**src/design/udiv_pkg.sv**
```systemverilog
// shared types for the pipelined restoring divider
package udiv_pkg;

    // control that travels with each item down the pipeline
    typedef struct packed {
        logic valid;
        logic zero;
    } t_flow;

endpackage

```
**src/design/udiv_stage.sv**
```systemverilog
// one restoring division step: shift in a dividend bit, trial subtract, keep or restore
module udiv_stage #(
    parameter int W = 64
) (
    input  logic           i_clk,
    input  logic           i_rst_n,
    input  logic           i_en,
    input  udiv_pkg::t_flow i_flow,
    input  logic [W-1:0]   i_rem,
    input  logic [W-1:0]   i_nq,
    input  logic [W-1:0]   i_den,
    output udiv_pkg::t_flow o_flow,
    output logic [W-1:0]   o_rem,
    output logic [W-1:0]   o_nq,
    output logic [W-1:0]   o_den
);
    import udiv_pkg::*;

    logic [W:0]   trial;
    logic [W:0]   diff;
    logic         ge;
    logic [W-1:0] n_rem;
    logic [W-1:0] n_nq;

    t_flow        r_flow;
    logic [W-1:0] r_rem;
    logic [W-1:0] r_nq;
    logic [W-1:0] r_den;

    // partial remainder is one bit wider than the operands during the trial
    assign trial = {i_rem, i_nq[W-1]};
    assign diff  = trial - {1'b0, i_den};
    assign ge    = ~diff[W];
    assign n_rem = ge ? diff[W-1:0] : trial[W-1:0];
    // dividend bits leave at the top while quotient bits enter at the bottom
    assign n_nq  = {i_nq[W-2:0], ge};

    always_ff @(posedge i_clk) begin
        if (!i_rst_n) begin
            r_flow <= '0;
        end else if (i_en) begin
            r_flow <= i_flow;
        end
    end

    always_ff @(posedge i_clk) begin
        if (i_en) begin
            r_rem <= n_rem;
            r_nq  <= n_nq;
            r_den <= i_den;
        end
    end

    assign o_flow = r_flow;
    assign o_rem  = r_rem;
    assign o_nq   = r_nq;
    assign o_den  = r_den;

endmodule

```
**config.mk**
```make
export PLATFORM = sky130hd
export DESIGN_NAME = udiv_stage
export DESIGN_NICKNAME = d
export VERILOG_FILES = /design/src/design/udiv_pkg.sv /design/src/design/udiv_stage.sv
export SDC_FILE = /design/constraint.sdc
export NUM_CORES = 1
export LEC_CHECK = 0
export BUFFER_PORTS_ARGS = -buffer_cell sky130_fd_sc_hd__buf_2
export CORE_MARGIN = 3
export CORE_UTILIZATION = 47
export CTS_BUF_LIST = sky130_fd_sc_hd__clkbuf_4 sky130_fd_sc_hd__clkbuf_8
export DETAILED_ROUTE_END_ITERATION = 10
export PLACE_DENSITY = 0.76
export SLEW_MARGIN = 20
export SYNTH_ARGS = -nofsm -noshare
export SYNTH_HDL_FRONTEND = slang
export SYNTH_SLANG_ARGS = --single-unit
```
**constraint.sdc**
```tcl
create_clock -name i_clk -period 5.05 [get_ports i_clk]
set_input_delay 0.505 -clock i_clk [delete_from_list [all_inputs] [get_ports i_clk]]
set_output_delay 0.505 -clock i_clk [all_outputs]
set_load 0.005 [all_outputs]
```
==> key figures <==
Drt
  • Total number of vias: 8671
  • DRT iter0 DRCs: 637
  • DRT Wirelength: 30470 um
  • ANT nets after route: 0
  • DRC: 0
  • DR vias/cell: 5.376
  • DR pass1 iterations: 5
  • WL/cell: 18.89 um

Timing
  • Slew @ Worst Pin: 1.014 ns
  • Highest Clock Rate: 0.2426 GHz
  • Final Hold Vio Count: 0
  • Hold slack: 0.1970 ns
  • RSZ-0062 raised after global routing: no
  • Max-slew headroom: 0.3238
  • Final Slew Violations: 0
  • Final setup TNS: 0 ns
  • Fin crit share: 0.8163
  • Tmin final: 4.122 ns
  • Layout Skew: 0 ns
  • Final setup violation count: 0

Global route
  • Global-route wire length before repair: 46450 um
  • Largest net degree at the start of global routing: 121
  • Initial antenna violation count: 6
  • Vias in the first global route: 8600
  • M1 GR Usage: 0.2815
  • GR Util met2: 0.3919
  • Tot GR Track Use: 0.2306
  • Global route overflow: 0
  • GR Layer Usage met3: 0.05125
  • GRT busiest layer: met2

Worst setup path
  • Arr. time, crit path: 4.34 ns
  • CP Capture Type: register
  • Req. time, crit path: 5.27 ns
  • Most frequent CP cell: o211ai_1
  • CP Class: in2reg
  • Cells along the critical path: buf_2 -> inv_1 -> ha_1 -> fa_1 -> and2b_1 -> o211ai_1 -> a31o_2 -> o21ai_2 -> a41oi_2 -> a211oi_2 -> o211ai_1 -> a211oi_1 -> a211oi_4 -> inv_4 -> buf_12 -> mux2_4
  • Largest stage delay on the critical path: 0.41 ns
  • Worst-path fanout max: 29
  • Crit-path slowest cell: fa_1
  • Reg2Reg Depth: 2
  • Worst Setup Start Kind: primary input

Placement
  • Placer Congestion: 0.9130
  • Placed Cells: 1576
  • Post-DP HPWL: 23900 um
  • PortBufs: 390

Yosys
  • Synthesized cell area: 11020 sq um
  • Sequential share of the synthesized area: 0.5268
  • Flops & latches, synth: 194
  • Mapped Cells: 906
  • Main synth FF type: edfxtp_1
  • Post-synth EDFFs: 192
  • Share of the synthesized area in the top cell type: 0.5232
  • Synth cell types: 68
  • Cell taking the most area after synthesis: edfxtp_1
  • Yosys warns: 0
  • Mean area per synthesized cell: 12.16 sq um
  • Synth area leaders: edfxtp_1, mux2_4, ha_1
  • Synth async-reset ratio: 0
  • Syn Nets: 1168

Floorplan
  • I/O pins: 391
  • DIE AREA: 25320 sq um
  • Core ar.: 22850 sq um
  • # rows: 55
  • Initial core utilization: 0.4824
  • Die width: 159.1 um
  • Die height: 159.1 um

Layout
  • Multi-input gate area: 4627 sq um
  • Core Util, Final: 0.5953
  • NumNets Final: 1544
  • Layout cells sized above 1: 0.3838
  • Finished Layout Cells: 1613
  • Layout Area Growth over Synthesis: 23.42%
  • Register area: 5806 sq um
  • Fill cell count: 1937

CTS
  • CTS tree: yes
  • Hold-fix buffers, CTS: 0
  • Post-CTS setup buffers: 0
  • CTS H-tree depth: 4
  • Post-CTS Resized: 0
  • Num CTS Buffers: 17
  • Clock sinks: 194
  • Worst skew pair latency: 0.46 ns
  • CTS Root Cell: clkbuf_8
  • Maximum root-to-sink buffer count: 2
  • Clk slew on worst S/H paths: 0.12 ns

Min path
  • Worst Hold Depth: 1
  • Hold Crit Class: in2reg

Run status
  • Status: finished clean

Pwr
  • Lkg Pwr: 6.216 nW
  • Peak VDD IR: 0.1560 mV
  • Power per cell area: 312.4 nW/um^2
  • Power Total: 4.249 mW

Job
  • Max Cap Violations: 0
-- worst max-delay path: cells and delay by family --
family,cells,cell delay [ns]
compound gates,8,1.87
fa+ha+maj,2,0.67
buf+inv,4,0.68
mux,1,0.33
simple gates,1,0.22
-- stage by stage --
stage	worst slack (ns)	area, sq um
after detailed placement	0.3558	13170
after global routing	0.6361	13600
after global placement	0.4768	13170
after floorplan	1.253	11020
after CTS	0.8750	13590
final	0.9278	13600
-- final cells by class --
class | instances | share of cell area
Inverter | 87 | 0.02419
Clock buffer | 18 | 0.01821
Antenna cell | 5 | 0.0009199
Timing Repair Buffer | 394 | 0.1482
Multi-Input combinational cell | 588 | 0.3402
Sequential cell | 194 | 0.4268
Tap cell | 313 | 0.02879
Clock inverter | 14 | 0.01269
-- metal layers --
layer  share of wire  vias to the layer above  wire, um
li1                -                     4125         -
met1            0.40                     4109     12180
met3           0.068                       64      2077
met4           0.041                        2      1250
met2            0.49                      371     14960
met5         0.00023                        -         7
-- registers in the layout (all words and copies together) (netlist names) --
register / cells
o_rem: 64
o_den: 64
o_nq: 64
o_flow: 2
-- power by group --
part           switching, mW  internal, mW
Sequential            0.0415          1.98
Clock                  0.678         0.399
Combinational          0.598         0.553
-- cells by family (layout without fill, tap and decap cells) --
logic type / count (synthesis) / count (layout) / share of synthesized area
other cells: 0 / 5 / 0
xor+xnor: 60 / 60 / 0.04768
flops: 194 / 194 / 0.5268
compound gates: 222 / 222 / 0.1286
fa+ha+maj: 65 / 65 / 0.07448
simple gates: 174 / 174 / 0.08106
buf+inv: 124 / 513 / 0.05336
mux: 67 / 67 / 0.08799
-- cell usage after synthesis, types with 3 or more instances --
cell,count
o21ai_0,42
a21oi_1,74
a21o_1,29
buf_4,11
nand2_1,52
buf_8,4
xnor2_1,33
and2_1,6
nand3_1,11
o211ai_1,8
nor2b_1,8
edfxtp_1,192
mux2i_1,5
and3_1,6
nor3_1,10
nor2_1,27
nor4_1,5
a31oi_1,7
buf_2,15
ha_1,64
xor2_1,27
o31ai_1,4
a21boi_0,3
nand2b_1,8
o21bai_1,12
mux2_1,3
a221oi_1,4
or2_2,3
clkbuf_1,5
a211oi_1,7
nand4_1,24
o21a_1,6
inv_1,86
mux2_4,59
-- path summary, 6_finish.rpt --
| path | from | endpoint | slack, ns |
|---|---|---|---|
| setup / recovery | i_nq[63] | o_rem[13]$_DFFE_PP_ | 0.93 |
| hold / removal | i_nq[4] | o_nq[5]$_DFFE_PP_ | 0.20 |
| setup reg to reg | o_flow[1]$_SDFFE_PN0P_ | o_flow[1]$_SDFFE_PN0P_ | 4.43 |
| hold reg to reg | o_flow[1]$_SDFFE_PN0P_ | o_flow[1]$_SDFFE_PN0P_ | 0.54 |
-- cells in the final DEF, fill, tap and decap left out, types with 3 or more instances in the layout --
cell type  count
xor2_1        27
inv_1         86
clkbuf_8      19
buf_2        389
or2_2          3
a31oi_1        7
nand4_1       24
nand3_1       11
and3_1         6
o21a_1         6
nand2b_1       8
nor4_1         5
nand2_1       52
xnor2_1       33
mux2_1         3
mux2_4        59
o21bai_1      12
nor2_1        27
a221oi_1       4
nor3_1        10
mux2i_1        5
inv_6          4
a21boi_0       3
o211ai_1       8
a21oi_1       74
o31ai_1        4
and2_1         6
o21ai_0       42
a211oi_1       7
nor2b_1        8
clkinv_8       4
edfxtp_1     192
diode_2        5
ha_1          64
a21o_1        29
Power figures use the tool's default switching activity.
