<file path="src/design/udiv_pkg.sv">
// shared types for the pipelined restoring divider
package udiv_pkg;

    // control that travels with each item down the pipeline
    typedef struct packed {
        logic valid;
        logic zero;
    } t_flow;

endpackage

</file>
<file path="src/design/udiv_out.sv">
// output register with skid entry, holds the pipeline once the skid entry fills while the receiver stalls
module udiv_out #(
    parameter int W = 64
) (
    input  logic            i_clk,
    input  logic            i_rst_n,
    input  udiv_pkg::t_flow i_flow,
    input  logic [W-1:0]    i_quo,
    input  logic [W-1:0]    i_rem,
    output logic            o_en,
    output logic            o_valid,
    input  logic            i_stall,
    output logic [W-1:0]    o_quotient,
    output logic [W-1:0]    o_leftover,
    output logic            o_zero_divisor
);
    import udiv_pkg::*;

    logic         r_out_valid;
    logic [W-1:0] r_out_quo;
    logic [W-1:0] r_out_rem;
    logic         r_out_zero;
    logic         r_skid_valid;
    logic [W-1:0] r_skid_quo;
    logic [W-1:0] r_skid_rem;
    logic         r_skid_zero;

    logic         in_v;
    logic         take;
    logic [W-1:0] n_quo;
    logic [W-1:0] n_rem;

    assign o_en  = ~r_skid_valid;
    assign in_v  = i_flow.valid & o_en;
    assign take  = r_out_valid & ~i_stall;
    // zero divisor forces both results to zero
    assign n_quo = i_flow.zero ? '0 : i_quo;
    assign n_rem = i_flow.zero ? '0 : i_rem;

    always_ff @(posedge i_clk) begin
        if (!i_rst_n) begin
            r_out_valid  <= 1'b0;
            r_skid_valid <= 1'b0;
        end else if (!r_out_valid || take) begin
            if (r_skid_valid) begin
                r_out_valid  <= 1'b1;
                r_skid_valid <= 1'b0;
            end else begin
                r_out_valid <= in_v;
            end
        end else if (in_v) begin
            r_skid_valid <= 1'b1;
        end
    end

    always_ff @(posedge i_clk) begin
        if (!r_out_valid || take) begin
            if (r_skid_valid) begin
                r_out_quo  <= r_skid_quo;
                r_out_rem  <= r_skid_rem;
                r_out_zero <= r_skid_zero;
            end else begin
                r_out_quo  <= n_quo;
                r_out_rem  <= n_rem;
                r_out_zero <= i_flow.zero;
            end
        end else if (in_v) begin
            r_skid_quo  <= n_quo;
            r_skid_rem  <= n_rem;
            r_skid_zero <= i_flow.zero;
        end
    end

    assign o_valid        = r_out_valid;
    assign o_quotient     = r_out_quo;
    assign o_leftover     = r_out_rem;
    assign o_zero_divisor = r_out_zero;

    a_skid_behind_out: assert property (@(posedge i_clk) disable iff (!i_rst_n)
        r_skid_valid |-> r_out_valid)
        else $error("skid entry full while output register empty");

    a_skid_drains: assert property (@(posedge i_clk) disable iff (!i_rst_n)
        (r_skid_valid && !i_stall) |=> (r_out_valid && !r_skid_valid))
        else $error("skid entry did not move to output after transfer");

    a_zero_results: assert property (@(posedge i_clk) disable iff (!i_rst_n)
        (r_out_valid && r_out_zero) |-> (r_out_quo == '0 && r_out_rem == '0))
        else $error("zero divisor result not cleared");

endmodule

</file>
<file path="config.mk">
export PLATFORM = sky130hd
export DESIGN_NAME = udiv_out
export DESIGN_NICKNAME = d
export VERILOG_FILES = /design/src/design/udiv_pkg.sv /design/src/design/udiv_out.sv
export SDC_FILE = /design/constraint.sdc
export NUM_CORES = 1
export LEC_CHECK = 0
export ABC_CLOCK_PERIOD_IN_PS = 20500
export BUFFER_PORTS_ARGS = -buffer_cell sky130_fd_sc_hd__buf_2
export CORE_ASPECT_RATIO = 1.4
export CORE_MARGIN = 10
export CORE_UTILIZATION = 40
export DETAILED_ROUTE_END_ITERATION = 12
export GPL_TIMING_DRIVEN = 0
export SLEW_MARGIN = 30
export SYNTH_ARGS = -nofsm -noshare
export SYNTH_HDL_FRONTEND = slang
export SYNTH_SLANG_ARGS = --single-unit
</file>
<file path="constraint.sdc">
create_clock -name i_clk -period 20.5 [get_ports i_clk]
set_clock_uncertainty 0.1 [all_clocks]
set_input_delay 2.05 -clock i_clk [delete_from_list [all_inputs] [get_ports i_clk]]
set_output_delay 2.05 -clock i_clk [all_outputs]
set_load 0.03 [all_outputs]
</file>
==> flow_results.org <==
** CTS
- Source-to-sink clock delay at the later pin of the worst-skew pair :: slightly above 0.5 ns
- CTS built an H-tree with a depth of 1.
- TritonCTS built the clock tree.
- Cts repair resizes :: 0
- Number of hold buffers added after CTS :: 0
- Cell at the root of the clock tree :: clkbuf_16
- The clock passes through at most 3 buffers.
- Counting the buffers created by CTS gives 25.
- Post-CTS timing repair inserted 0 buffers for setup.
- Clock-pin slew was measured on the worst setup and hold paths at 0.06 ns.
- Clock sink count :: between 200 and 300

** Synth
- Sequential element share of the synthesized area :: 0.723
- Instance count of the mapped netlist :: about 550
- Cell taking the most area after synthesis :: edfxtp_1
- Area fraction of the dominant cell type after synthesis :: 0.719
- Mux share of post-synthesis cell area :: 0.173
- Of the total synthesized cell area, the portion taken by full adders, half adders and majority gates is 0.
- Total of warnings raised by yosys :: 0
- Dividing the synthesized area by the synthesized cell count gives ~20 µm².
- Syn nets :: about 700
- After synthesis the netlist holds a flip-flop and latch count of between 200 and 300.
- Yosys mapped the design onto 16 distinct sky130hd cell types.
- Dominant cells by area after synthesis :: edfxtp_1 72%, mux2_4 15%, nor2b_1 7.2%
- Of the total synthesized cell area, the portion taken by AND, OR, NAND and NOR gates is 0.0769.
- The area fraction in compound gates after synthesis came to 0.000697.
- The cell area that synthesis handed to floorplanning was 0.0108 mm².
- Combinational family with the most area after synthesis :: multiplexers
- Of the total synthesized cell area, the portion taken by XOR and XNOR cells is 0.

** Run status
- The flow ran to the end, and the final reports show no timing, DRC or antenna violations.

** Detailed routing
- Dividing the detail-routed wire length by the instance count gives around 19 µm.
- Dividing the detail-routed via count by the number of cells gives 4.49.
- Before antenna repair, the detailed router went through 4 iterations.
- The highest metal layer carrying signal wires in the routed design is met5.
- For this run, design rule violations remaining after detail routing come to 0.
- For this block, wires on met1 add up to 8.88 mm.
- Number of DRC markers in iteration 0 :: around 220
- Via count of the routed design :: approximately 5600
- Total met3 wirelength after detailed routing :: ~2.0 mm
- In the detailed route, the total length drawn on met2 is around 12 mm.
- Routed wire length :: ~24 mm
- Antenna Nets Post-Route :: 0

** Finish
- Excluding fillers, the count of instances in the completed layout stands at 1243.
- Fraction of layout instances using a drive strength above 1 :: 0.542
- Finished layout cell area :: about 0.014 mm²
- The number of antenna diodes in the final layout is 0.
- At the end of the flow, the number of nets in the layout was 995.
- Compared with the post-synthesis result, the final layout area differs by 25.4%.
- Measured on the finished design, the core utilization comes to 0.505.

** GRT
- The via count of the first global-routing pass is around 6000.
- Total global routing track utilization :: 0.135
- Global routing finished with a remaining overflow of 0.
- The number of antenna violations at the first check in global routing is 4.
- The first global-routing pass estimated around 35 mm of wire.
- Entering global routing, the biggest net connects between 40 and 50 pins.

** Pwr
- Of the total power, the share spent switching nets is 0.238.
- In this run the power spent charging and discharging nets is 0.283 mW.
- The share of total power dissipated in combinational logic is 0.120.
- IR analysis of the VDD net gives a maximum drop of 61.6 µV.
- Total Power :: about 1.2 mW
- Internal power of the cells :: ~0.91 mW
- The share of total power dissipated in the clock network is 0.355.
- The share of total power dissipated in sequential elements is 0.525.
- Leak Pwr :: about 5.9 nW
- For this design the ratio of total power to cell area is just under 90 mW/mm².

** STA
- The max-slew violation total from the final report was 0.
- Setup violations remaining at the end of the flow were counted as 0.
- In the finished design, the share of the clock period the worst path needs comes to 0.181.
- Setup repair after global routing left no endpoint under its margin.
- For the pin with the worst max-slew slack, the measured transition is between 0.3 and 0.4 ns.
- The worst pin sits at a relative slew slack of 0.746.
- Timing would allow up to ~0.27 GHz.
- The count of final hold-check violations is 0.
- The smallest clock period supported by the final layout is computed as around 3.7 ns.

** Min path
- Worst Hold Depth :: 1
- The min-delay analysis places its worst path in the category register to register.
- Min-Delay Startpoint :: r_skid_rem[46]
- Endpoint, Worst Hold :: o_leftover[46]

** Job
- Number of maximum-capacitance constraint violations :: 0

** Worst setup path
- Crit-path max cell delay :: 0.35 ns
- Endpoint of the worst-slack reg-to-reg timing path :: r_skid_rem[32]
- Largest fanout on the critical path :: 10
- Required time at the endpoint of the critical path :: 18.35 ns
- Startpoint of the worst register-to-register path :: o_valid
- For flop-to-flop paths, the worst setup slack is 18.13 ns.
- The worst register-to-register path has a depth of 7.
- The slowest stage of the critical path is the dfxtp_1 cell.
- CP endpoint kind :: output port
- The setup path with the least slack is of type register to output port.
- By instance count, the cell type seen most on the critical path is buf_6.
- STA classifies the critical path startpoint as a register.
- Arr. time, crit path :: about 1.6 ns
- Walking the worst path, the cells encountered are inv_2, buf_6, buf_6, buf_2.

** Die
- Die Outline Area :: approximately 0.034 mm²
- Row generation in the floorplan step produced between 70 and 80 rows.
- Measured along the x axis, the die boundary spans about 160 µm.
- The floorplan step defined a core boundary enclosing roughly 0.027 mm².
- The initial utilization of the core area, before any placement, comes to 0.403.
- In this run the count of I/O pins placed on the die edge is roughly 260.
- Die Span Y :: 214 µm

** Placement
- Routability-driven placement finished with a final weighted congestion of about 0.71.
- Detailed-placement wirelength estimate :: roughly 17 mm
- Port buffering added 263 buffers.
- Post-Place Cells :: 1200
- Placed cell area :: ~0.013 mm²
==> layout make-up <==
type / instances / area (µm²)
flip-flops and latches: 260 / 7790
plain buffers: 28 / 279
well taps: 365 / 457
clock buffers: 32 / 652
fillers: 2265 / 13200
repair buffers: 284 / 1540
multi-input cells: 262 / 2710
clock inverters: 11 / 75.1
inverters: 1 / 3.75
==> layer usage <==
layer	up-vias	GRT usage
li1	2680	-
met1	2680	0.153
met2	170	0.232
met3	46	0.0433
met4	8	0.0424
met5	-	0
==> per-stage QoR <==
step,TNS [ns],worst slack (ns),hold WS (ns)
global placement,-847.82,-6.58,0.429
detailed placement,0,16.33,0.433
global route,0,16.69,0.450
CTS,0,16.74,0.442
floorplan,0,4.83,0.423
finish,0,16.79,0.443
==> worst max-delay path by stage <==
stage | start | to | slack [ns] | cells past startpoint
3_5_place_dp | i_stall | r_skid_rem[26] | 16.33 | 8
6_report | r_skid_valid | o_en | 16.79 | 4
4_1_cts | r_skid_valid | o_en | 16.74 | 4
3_3_place_gp | i_stall | r_skid_rem[26] | -6.58 | 3
5_1_grt | r_skid_valid | o_en | 16.69 | 4
2_1_floorplan | i_stall | r_skid_quo[0] | 4.83 | 2
==> power by group through the flow <==
stage	registers [mW]	logic [mW]	clock network, mW
3_3_place_gp	0.645	0.140	0
3_5_place_dp	0.637	0.146	0
5_1_grt	0.628	0.152	0.457
6_report	0.625	0.143	0.424
4_1_cts	0.626	0.146	0.441
2_1_floorplan	0.688	0.0463	0
==> Yosys cell counts, drive strengths merged <==
master and count:
and2b 4, mux2 129, nor2 1, a21boi 1
nand2 1, inv 1, edfxtp 258, nor2b 124
nor3b 2, buf 28, dfxtp 2
==> kinds of logic (layout without fill, tap and decap cells) <==
group	after synthesis	in the layout
AO/OA/AOI/OAI	1	1
buffers and inverters	29	356
flip-flops	260	260
multiplexers	129	129
AND/OR/NAND/NOR	132	132
==> registers in the layout, indices dropped and copies added, names as in the netlist <==
name and cells:
r_skid_rem 64, o_leftover 64, r_skid_valid 1, o_quotient 64, o_zero_divisor 1, r_skid_zero 1, o_valid 1, r_skid_quo 64
==> worst max-delay path: cells and delay by family (launching register included) <==
family,cells,cell delay (ns)
buf+inv,4,0.70
flops,1,0.35
==> placed cells by master (no fill, tap or decap) <==
cell type  instances
a21boi_0           1
and2b_1            4
buf_12             2
buf_16             2
buf_2            275
buf_4             16
buf_6              7
buf_8             10
bufinv_16          1
clkbuf_1           7
clkbuf_16         25
clkinv_1           4
clkinv_2           6
dfxtp_1            2
edfxtp_1         258
inv_2              1
mux2_2            20
mux2_4           109
nand2_4            1
nor2_1             1
nor2b_1          124
nor3b_1            1
nor3b_2            1
No activity file was read; power rests on OpenSTA's default activity.
